### config.mk
export PLATFORM = sky130hd
export DESIGN_NAME = cksb_place
export DESIGN_NICKNAME = d
export VERILOG_FILES = /design/src/cksb_pkg.sv /design/src/cksb_place.sv
export SDC_FILE = /design/constraint.sdc
export NUM_CORES = 1
export LEC_CHECK = 0
export BUFFER_PORTS_ARGS = -buffer_cell sky130_fd_sc_hd__buf_2
export CORE_UTILIZATION = 55
export CTS_CLUSTER_DIAMETER = 60
export CTS_CLUSTER_SIZE = 14
export DETAILED_ROUTE_END_ITERATION = 16
export PLACE_DENSITY = 0.85
export SLEW_MARGIN = 20
export SYNTH_ARGS = -nofsm -noshare
export SYNTH_HDL_FRONTEND = slang
export SYNTH_SLANG_ARGS = --single-unit
### constraint.sdc
create_clock -name clk -period 16.4 [get_ports clk]
set_input_delay 1.64 -clock clk [delete_from_list [all_inputs] [get_ports clk]]
set_output_delay 1.64 -clock clk [all_outputs]
set_load 0.005 [all_outputs]
### src/cksb_pkg.sv
// types and constants of the colour-keyed sprite blitter
`default_nettype none

package cksb_pkg;

	localparam int PIX_W      = 32;
	localparam int ADDR_W     = 16;
	localparam int STORE_DEPTH = 65536;
	localparam int POS_W      = 11;
	localparam int SIZE_W     = 12;
	localparam int ORG_W      = 13;
	localparam int REG_IDX_W  = 3;

	localparam logic [SIZE_W-1:0] SIZE_MAX = 12'd2048;

	// register indexes
	localparam logic [REG_IDX_W-1:0] REG_ORIGIN_X   = 3'd0;
	localparam logic [REG_IDX_W-1:0] REG_ORIGIN_Y   = 3'd1;
	localparam logic [REG_IDX_W-1:0] REG_WIDTH      = 3'd2;
	localparam logic [REG_IDX_W-1:0] REG_HEIGHT     = 3'd3;
	localparam logic [REG_IDX_W-1:0] REG_ALIGN      = 3'd4;
	localparam logic [REG_IDX_W-1:0] REG_KEY_COLOR  = 3'd5;
	localparam logic [REG_IDX_W-1:0] REG_HIT_A      = 3'd6;
	localparam logic [REG_IDX_W-1:0] REG_HIT_B      = 3'd7;

	// alignment codes
	localparam logic [1:0] ALIGN_LEFT = 2'd0;
	localparam logic [1:0] ALIGN_HALF = 2'd1;
	localparam logic [1:0] ALIGN_FULL = 2'd2;

	// command codes
	localparam logic CMD_BLIT = 1'b0;
	localparam logic CMD_READ = 1'b1;

	// register reset values
	localparam logic [PIX_W-1:0] KEY_RESET   = 32'h001f_0ff8;
	localparam logic [PIX_W-1:0] HIT_A_RESET = 32'h0063_0000;
	localparam logic [PIX_W-1:0] HIT_B_RESET = 32'h00ed_5c22;

	typedef struct packed {
		logic signed [ORG_W-1:0] origin_x;
		logic signed [ORG_W-1:0] origin_y;
		logic [SIZE_W-1:0]       width;
		logic [SIZE_W-1:0]       height;
		logic [1:0]              align;
		logic [PIX_W-1:0]        key_color;
	} place_cfg_t;

	// one request leaving the placement stage
	typedef struct packed {
		logic              cmd;
		logic              wr;
		logic              done;
		logic [PIX_W-1:0]  pix;
		logic [ADDR_W-1:0] rd_addr;
		logic [POS_W-1:0]  col;
		logic [POS_W-1:0]  row;
	} blit_req_t;

endpackage

`default_nettype wire

### src/cksb_place.sv
// sprite walk counters and screen placement with clipping
`default_nettype none

module cksb_place import cksb_pkg::*; #(
	parameter int FRAME_W = 256,
	parameter int FRAME_H = 256
) (
	input  wire logic              clk,
	input  wire logic              arst_n,
	input  wire logic              accept,
	input  wire logic              cmd,
	input  wire logic [PIX_W-1:0]  pix,
	input  wire logic [ADDR_W-1:0] rd_addr,
	input  wire place_cfg_t        cfg,
	output      blit_req_t         req
);

	logic [POS_W-1:0] src_col_q, src_row_q;
	logic [SIZE_W-1:0] w, h, shift;
	logic [POS_W-1:0] col_cur, row_cur, col_next, row_next;
	logic signed [14:0] x0, col, row;
	logic last_col, last_row, in_frame;

	always_comb begin
		w = cfg.width;
		if (cfg.width == '0) begin
			w = 12'd1;
		end else if (cfg.width > SIZE_MAX) begin
			w = SIZE_MAX;
		end
		h = cfg.height;
		if (cfg.height == '0) begin
			h = 12'd1;
		end else if (cfg.height > SIZE_MAX) begin
			h = SIZE_MAX;
		end

		// counters beyond a shrunk size wrap
		col_cur = ({1'b0, src_col_q} >= w) ? '0 : src_col_q;
		row_cur = ({1'b0, src_row_q} >= h) ? '0 : src_row_q;

		case (cfg.align)
			ALIGN_HALF: shift = w >> 1;
			ALIGN_FULL: shift = w;
			default:    shift = '0;
		endcase

		x0  = 15'(cfg.origin_x) - $signed({3'b000, shift});
		col = x0 + $signed({4'b0000, col_cur});
		row = 15'(cfg.origin_y) + $signed({3'b000, h}) - 15'sd1
			- $signed({4'b0000, row_cur});

		in_frame = !col[14] && (col[13:0] < 14'(FRAME_W))
			&& !row[14] && (row[13:0] < 14'(FRAME_H));

		last_col = ({1'b0, col_cur} + 12'd1) >= w;
		last_row = ({1'b0, row_cur} + 12'd1) >= h;

		col_next = last_col ? '0 : col_cur + 11'd1;
		row_next = row_cur;
		if (last_col) begin
			row_next = last_row ? '0 : row_cur + 11'd1;
		end

		req.cmd     = cmd;
		req.wr      = (cmd == CMD_BLIT) && in_frame && (pix != cfg.key_color);
		req.done    = (cmd == CMD_BLIT) && last_col && last_row;
		req.pix     = pix;
		req.rd_addr = rd_addr;
		req.col     = col[POS_W-1:0];
		req.row     = row[POS_W-1:0];
	end

	always_ff @(posedge clk or negedge arst_n) begin
		if (!arst_n) begin
			src_col_q <= '0;
			src_row_q <= '0;
		end else if (accept && (cmd == CMD_BLIT)) begin
			src_col_q <= col_next;
			src_row_q <= row_next;
		end
	end

endmodule

`default_nettype wire

After elaboration in Yosys (flattened, before gate mapping)
Index checks and enable logic that the tools add are counted.
{ "op_classes": {"add_sub_neg": 9, "magnitude_cmp": 8, "n_eq_ne": 3, "n_mux": 10, "bitwise": 1, "reduce_logical": 12} }
{ "op_table": {"columns": ["operator", "count"], "rows": [
  ["$mux W11", 5],
  ["$mux W12", 4],
  ["$ne A32 B32 Y1", 1],
  ["$lt A14 B9 Y1 const B", 2],
  ["$add A11 B1 Y12 const B", 2],
  ["$ge A11 B12 Y1", 2],
  ["$ge A12 B12 Y1", 2],
  ["$gt A12 B12 Y1 const B", 2],
  ["$logic_not A12 Y1", 2],
  ["$pmux W12 S2", 1],
  ["$add A11 B1 Y11 const B", 2],
  ["$add A14 B12 Y15", 1],
  ["$sub A14 B2 Y15 const B", 1],
  ["$sub A15 B12 Y15", 1],
  ["$add A13 B13 Y14", 1],
  ["$sub A13 B13 Y14", 1],
  ["$logic_and A1 B1 Y1", 8],
  ["$eq A2 B1 Y1 const B", 1],
  ["$eq A2 B2 Y1 const B", 1],
  ["$logic_not A1 Y1", 2],
  ["$not A1 Y1", 1]
]} }
{ "word_totals": {"register_bits": 22, "input_bits": 136, "output_inout_bits": 73, "elab_cells": 45} }

Depth between registers and ports, before layout
Gate-level depths: netlist of the first run.
{ "logic_depth": {"word_depth": 12, "depth_mapped": 28, "ltp_nobuf": 26} }

Least setup slack after synthesis of the first run
Ideal clock, no wire load.
{ "synth_timing": {"kind": "input to output", "from": "input cfg[45] in the netlist's numbering", "to": "output req[70] in the netlist's numbering", "arrival_ps": 5865, "required_time_ps": 14760, "setup_slack_ps": 8895, "stages": 22, "path_buffers": 2, "cell_sequence": "inv_1 clkbuf_1 nand2_1 ha_1 a211oi_1 nor3_1 a211o_1 o21ai_2 clkbuf_1 and2_1 ha_1 and4_1 nand3_1 inv_1 and3_1 nand3_1 xnor2_1 ha_1 o21ai_0 o31ai_1 a21oi_2 nor3b_1"} }
{ "synth_lines": {"columns": ["item", "line", "rtl"], "rows": [
  ["start, declared", "cksb_place.sv:14", "input wire place_cfg_t cfg,"],
  ["end, declared", "cksb_place.sv:15", "output blit_req_t req"]
]} }

==> results.sh, run 1 <==
export IMPL_crit_path_max_incr_delay_ns=0.56
export IMPL_relSlewSlack_pct=43.56
export IMPL_crit_chain="buf_2 > nor4_1 > a31oi_1 > nor2_1 > ha_1 > nand2b_1 > a31oi_1 > o21ai_1 > o21ai_2 > and2_1 > ha_1 > and4_1 > nand3_1 > inv_1 > and3_1 > nand3_1 > xnor2_1 > ha_1 > o21ai_0 > o31ai_1 > a21oi_2 > nor3b_1 > buf_2"
export IMPL_ios=209
export IMPL_synthFlopType="dfrtp_1"
export IMPL_path_common_cell="ha_1"
export IMPL_cp_max_fo=16
export IMPL_fin_crit_ns=8.524
export IMPL_globalplace_congestion=0.9620
export IMPL_use_met1_pct=36.94
export IMPL_synth_warnings=0
export IMPL_die_h_um=100.9
export IMPL_routed_wl_um=15650
export IMPL_setup_violations=0
export IMPL_post_drt_wl_per_cell_um=16.77
export IMPL_die_x_um=100.9
export IMPL_drt_iter0_markers=196
export IMPL_grt_busiest_layer="met2"
export IMPL_area_growth_pct=13.04
export IMPL_final_common_cell="buf_2"
export IMPL_synth_distinct_cells=58
export IMPL_netlist_instances=687
export IMPL_cts_tree="done"
export IMPL_antenna_found_initial=0
export IMPL_fin_worst_skew_ns=0.003121
export IMPL_maxCapViolations=0
export IMPL_track_usage_pct=30.82
export IMPL_min_path_type="reg2reg"
export IMPL_crit_family="simple AND/OR/NAND/NOR gates"
export IMPL_synthArstFlopShare_pct=100.0
export IMPL_avgSynthCellArea_um2=7.824
export IMPL_grt_max_degree=23
export IMPL_numCtsBuffers=3
export IMPL_cts_path_max_buffers=2
export IMPL_slew_violations=0
export IMPL_grt_ovfl_total=0
export IMPL_tns_ns=0
export IMPL_crit_path_end_kind="primary output"
export IMPL_synth_edff_count=0
export IMPL_io_buffers=176
export IMPL_ant_nets=0
export IMPL_htreeDepth=1
export IMPL_synth_seq_cells=22
export IMPL_cts_resized=0
export IMPL_cts_hold_repair_buffers=0
export IMPL_grt_pass1_vias=5252
export IMPL_finalHoldViolCount=0
export IMPL_cp_data_required_time_ns=14.76
export IMPL_insertion_delay_ns=0.26
export IMPL_dp_hpwl_um=13560
export IMPL_vias=5358
export IMPL_synth_area_um2=5375
export IMPL_use_met2_pct=56.11
export IMPL_synth_nets=924
export IMPL_postPlaceCellArea_um2=6005
export IMPL_status="completed"
export IMPL_worst_setup_path_start_kind="input pin"
export IMPL_whs_ns=0.5873
export IMPL_clk_pin_slew_ns=0.08
export IMPL_drc=0
export IMPL_ys_seq_area_share_pct=10.24
export IMPL_crit_arrival_ns=6.88
export IMPL_p_per_area_nw_per_um2=94.10
export IMPL_fin_area_um2=6076
export IMPL_viasPerCell=5.743
export IMPL_final_cell_mix="buf_2 (176), inv_1 (85), ha_1 (78)"
export IMPL_path_class="in2out"
export IMPL_die_area_um2=10170
export IMPL_rows=35
export IMPL_crit_buf_inv=3
export IMPL_root_buffer="clkbuf_8"
export IMPL_timing_fmax_mhz=117.3
export IMPL_drive_gt1_share_pct=24.13
export IMPL_tightestPinTransition_ns=0.8356
export IMPL_fin_nets=1042
export IMPL_core_area_um2=9371
export IMPL_n_fill_cell=861
export IMPL_ir_worst_vdd_uv=76.44
export IMPL_post_cts_buffers=0
export IMPL_leakage_nw=3.141
export IMPL_rsz0062_at_grt="false"
export IMPL_dr_pass1_iters=6
export IMPL_finalCritPeriodShare_pct=51.98
export IMPL_grt_pass1_wl_um=24770
export IMPL_cts_sinks=22
export IMPL_grt_util_met3_pct=2.913
export IMPL_antenna_cells=0
export IMPL_initial_utilization_pct=57.36
export IMPL_crit_path_top_delay_cell="o31ai_1"
## cell families after synthesis
logic type,share of synthesized area (%)
buf+inv,13.87
flops,10.24
fa+ha+maj,26.72
simple gates,20.09
compound gates,17.95
mux,0.3725
xor+xnor,10.75
## registers in the layout, summed over array words and instances, names as in the netlist
name	cells
src_row_q	11
src_col_q	11
## final timing paths
| check | startpoint | end | slack (ns) | depth (start not counted) |
|---|---|---|---|---|
| setup / recovery | cfg[35] | req[70] | 7.88 | 23 |
| hold / removal | src_row_q[6]$_DFFE_PN0P_ | src_row_q[6]$_DFFE_PN0P_ | 0.59 | 1 |
| setup reg to reg | src_row_q[9]$_DFFE_PN0P_ | src_row_q[5]$_DFFE_PN0P_ | 11.11 | 19 |
| hold reg to reg | src_row_q[6]$_DFFE_PN0P_ | src_row_q[6]$_DFFE_PN0P_ | 0.59 | 1 |
| max in group asynchronous | arst_n | src_col_q[5]$_DFFE_PN0P_ | 14.74 | 1 |
| min in group asynchronous | arst_n | src_col_q[6]$_DFFE_PN0P_ | 1.33 | 1 |
## cells in the mapped netlist, types with 7 or more instances
| library cell | number | area [um^2] |
|---|---|---|
| a22o_1 | 16 | 140.1 |
| o21ai_0 | 9 | 45.04 |
| o21ai_1 | 8 | 40.04 |
| nand2b_1 | 13 | 81.33 |
| clkbuf_1 | 13 | 48.80 |
| buf_4 | 49 | 367.9 |
| inv_1 | 85 | 319.1 |
| ha_1 | 78 | 975.9 |
| a22oi_1 | 12 | 90.09 |
| xnor2_1 | 19 | 166.4 |
| a31oi_1 | 7 | 43.79 |
| nand3_1 | 24 | 120.1 |
| nand2_1 | 42 | 157.7 |
| fa_1 | 23 | 460.4 |
| nor2_1 | 57 | 214.0 |
| xor2_1 | 47 | 411.6 |
| nor3_1 | 9 | 45.04 |
| a21oi_1 | 23 | 115.1 |
| dfrtp_1 | 22 | 550.5 |
| nor2b_1 | 20 | 125.1 |
| nor4_1 | 13 | 81.33 |
## report_power, final
part / internal (mW) / switching (mW)
sequential: 0.0644 / 0.0218
combinational: 0.195 / 0.240
clock: 0.0326 / 0.0180
total: 0.292 / 0.280
## area by class of cell
type / instances / area [um^2] / share of cell area [%]
inverters: 85 / 319.1 / 5.251
clock inverters: 1 / 30.03 / 0.4942
multi-input cells: 516 / 4085 / 67.24
flip-flops and latches: 22 / 550.5 / 9.061
repair buffers: 177 / 888.4 / 14.62
well taps: 129 / 161.4 / 2.657
clock buffers: 3 / 41.29 / 0.6796
## per-layer routing
metal / share of wire (%) / routed length [um]
met1: 39 / 6029
met2: 51 / 7946
met3: 6.7 / 1051
met4: 4.0 / 618
met5: 0 / 0
## metrics by stage
step	total power [mW]	util [%]	setup slack [ns]	std cells
finish	0.5718	64.83	7.876	933
detailed placement	0.5164	64.07	7.919	929
floorplan	0.3796	-	8.896	687
global route	0.6283	64.83	7.355	933
global placement	0.4989	64.07	8.039	929
CTS	0.5685	64.83	7.903	933
Note: power is estimated with default switching activity, not from simulation.
==> inputs of run 2 (changes only) <==
- ABC_AREA: not set -> 1
- CORE_UTILIZATION: 55 -> 52
- PLACE_DENSITY: 0.85 -> 0.79
- clock period: 16.4 -> 8.06 ns (I/O delays scaled with it)
==> results.sh, run 2 <==
export IMPL_worst_setup_path_start_kind="input pin"
export IMPL_synthArstFlopShare_pct=100.0
export IMPL_die_x_um=107.5
export IMPL_synthTopCellsByCount="nand2_1 (223), inv_1 (167), ha_1 (78)"
export IMPL_avgSynthCellArea_um2=6.403
export IMPL_drt_iter0_markers=425
export IMPL_grt_ovfl_total=0
export IMPL_synth_area_um2=5788
export IMPL_ios=209
export IMPL_synth_nets=1141
export IMPL_grt_pass1_vias=5376
export IMPL_setup_violations=0
export IMPL_globalplace_congestion=0.9768
export IMPL_cts_resized=0
export IMPL_path_class="in2out"
export IMPL_post_drt_wl_per_cell_um=14.04
export IMPL_final_cell_mix="nand2_1 (223), buf_2 (176), inv_1 (167)"
export IMPL_timing_fmax_mhz=147.1
export IMPL_n_fill_cell=1053
export IMPL_ys_seq_area_share_pct=9.511
export IMPL_fin_worst_skew_ns=0.003259
export IMPL_biggestRegsByFlops="src_col_q x11, src_row_q x11"
export IMPL_synthFlopType="dfrtp_1"
export IMPL_yosys_area_top_type="ha_1"
export IMPL_grt_max_degree=23
export IMPL_track_usage_pct=27.60
export IMPL_min_path_type="in2async"
export IMPL_slew_violations=0
export IMPL_status="completed"
export IMPL_p_int_mw=0.8433
export IMPL_crit_path_end_kind="primary output"
export IMPL_tightestPinTransition_ns=0.5588
export IMPL_clkPwrFrac_pct=5.5
export IMPL_leakage_nw=3.720
export IMPL_synthTopCellsByArea="ha_1 (17%), nand2_1 (14%), inv_1 (11%), dfrtp_1 (9.5%), fa_1 (8.0%)"
export IMPL_final_common_cell="nand2_1"
export IMPL_synth_edff_count=0
export IMPL_area_growth_pct=12.39
export IMPL_synth_warnings=0
export IMPL_netlist_instances=904
export IMPL_antenna_cells=0
export IMPL_cp_data_required_time_ns=7.25
export IMPL_insertion_delay_ns=0.27
export IMPL_cts_tree="done"
export IMPL_grt_pass1_wl_um=24850
export IMPL_drc=0
export IMPL_dr_pass1_iters=5
export IMPL_fin_nets=1264
export IMPL_synth_top_area_share_pct=16.86
export IMPL_crit_arrival_ns=5.99
export IMPL_core_area_um2=10840
export IMPL_die_area_um2=11560
export IMPL_clk_pin_slew_ns=0.08
export IMPL_p_sw_share_pct=55.07
export IMPL_post_cts_buffers=0
export IMPL_cts_sinks=22
export IMPL_cp_max_fo=20
export IMPL_vias=6038
export IMPL_antenna_found_initial=0
export IMPL_viasPerCell=5.178
export IMPL_rows=38
export IMPL_synth_seq_cells=22
export IMPL_synth_distinct_cells=40
export IMPL_cts_hold_repair_buffers=0
export IMPL_die_h_um=107.5
export IMPL_tns_ns=0
export IMPL_maxCapViolations=0
export IMPL_final_core_util_pct=60.01
export IMPL_dp_hpwl_um=14540
export IMPL_finalCritPeriodShare_pct=84.36
export IMPL_fin_crit_ns=6.799
export IMPL_drive_gt1_share_pct=19.59
export IMPL_io_buffers=176
export IMPL_netSwitchingPower_mw=1.033
export IMPL_ir_worst_vdd_uv=185.4
export IMPL_numCtsBuffers=3
export IMPL_htreeDepth=1
export IMPL_root_buffer="clkbuf_8"
export IMPL_seqPwrFrac_pct=11.1
export IMPL_routed_wl_um=16370
export IMPL_initial_utilization_pct=53.39
export IMPL_yosysMostFrequentCell="nand2_1"
export IMPL_ant_nets=0
export IMPL_pwr_share_comb_pct=83.4
export IMPL_finalHoldViolCount=0
export IMPL_rsz0062_at_grt="false"
export IMPL_p_per_area_nw_per_um2=288.5
export IMPL_relSlewSlack_pct=62.61
export IMPL_cts_path_max_buffers=2
run 2: area by class of cell:
cell class / count / area (um^2) / share of cell area (%)
Multi-Input combinational cell: 654 / 4189 / 64.40
Timing Repair Buffer: 176 / 880.8 / 13.54
Inverter: 170 / 638.1 / 9.810
Sequential cell: 22 / 550.5 / 8.463
Tap cell: 140 / 175.2 / 2.693
Clock buffer: 3 / 41.29 / 0.6347
Clock inverter: 1 / 30.03 / 0.4616
run 2: per-layer routing:
| layer | GRT usage [%] | part of all wire, % |
|---|---|---|
| met1 | 32.94 | 40 |
| met2 | 50.32 | 49 |
| met3 | 3.450 | 7.6 |
| met4 | 9.883 | 3.2 |
| met5 | 0 | 0 |
run 2: cells by family after synthesis:
family                   share of synthesized area [%]
flip-flops                                       9.511
buffers and inverters                            18.11
XOR/XNOR                                         6.658
AO/OA/AOI/OAI                                    10.35
AND/OR/NAND/NOR                                  30.54
adder cells (fa/ha/maj)                          24.82
run 2: worst max-delay path, stage by stage:
cell and delay [ns]:
buf_2 0.11, nor4_1 0.29, nand3_1 0.13, nand2_1 0.44
nand2_1 0.22, ha_1 0.35, a21oi_1 0.14, o21a_1 0.14
nand2_1 0.08, nor2_4 0.16, nand2_2 0.21, nor2_1 0.31
inv_1 0.08, ha_1 0.28, inv_1 0.06, ha_1 0.19
inv_1 0.08, fa_1 0.39, o21ai_0 0.38, nand2_1 0.13
nand2_1 0.10, nand2_1 0.07, nand2_1 0.10, a22oi_1 0.09
nand2_1 0.08, nand4_1 0.07, nor3_1 0.32, buf_2 0.18
run 2: path summary, 6_finish.rpt:
path                                      startpoint                        end  slack (ns)  depth (start not counted)
min                                           arst_n   src_row_q[2]$_DFFE_PN0P_        0.49                          1
min reg2reg                src_col_q[10]$_DFFE_PN0P_  src_col_q[10]$_DFFE_PN0P_        0.54                          2
max reg2reg                 src_col_q[7]$_DFFE_PN0P_   src_row_q[3]$_DFFE_PN0P_        3.23                         26
max                                          cfg[52]                    req[71]        1.26                         28
min in group clk           src_col_q[10]$_DFFE_PN0P_  src_col_q[10]$_DFFE_PN0P_        0.54                          2
max in group asynchronous                     arst_n  src_row_q[10]$_DFFE_PN0P_        7.24                          1
run 2: through the flow:
stage	instances	setup WS, ns	hold slack [ns]	total power [mW]	cell area [um^2]
2_1_floorplan	904	2.362	0.4769	1.301	5788
3_3_place_gp	1162	1.514	0.5114	1.749	6434
3_5_place_dp	1162	1.361	0.5236	1.765	6434
4_1_cts	1166	1.339	0.5086	1.876	6505
5_1_grt	1166	0.7050	0.5300	2.100	6505
6_report	1166	1.261	0.4933	1.877	6505
run 2: power by group through the flow:
stage / clock network, mW / logic [mW] / registers, mW
final: 0.104 / 1.57 / 0.208
after global routing: 0.110 / 1.78 / 0.211
after CTS: 0.105 / 1.57 / 0.204
after detailed placement: 0 / 1.56 / 0.206
after global placement: 0 / 1.54 / 0.205
after floorplan: 0 / 1.11 / 0.187
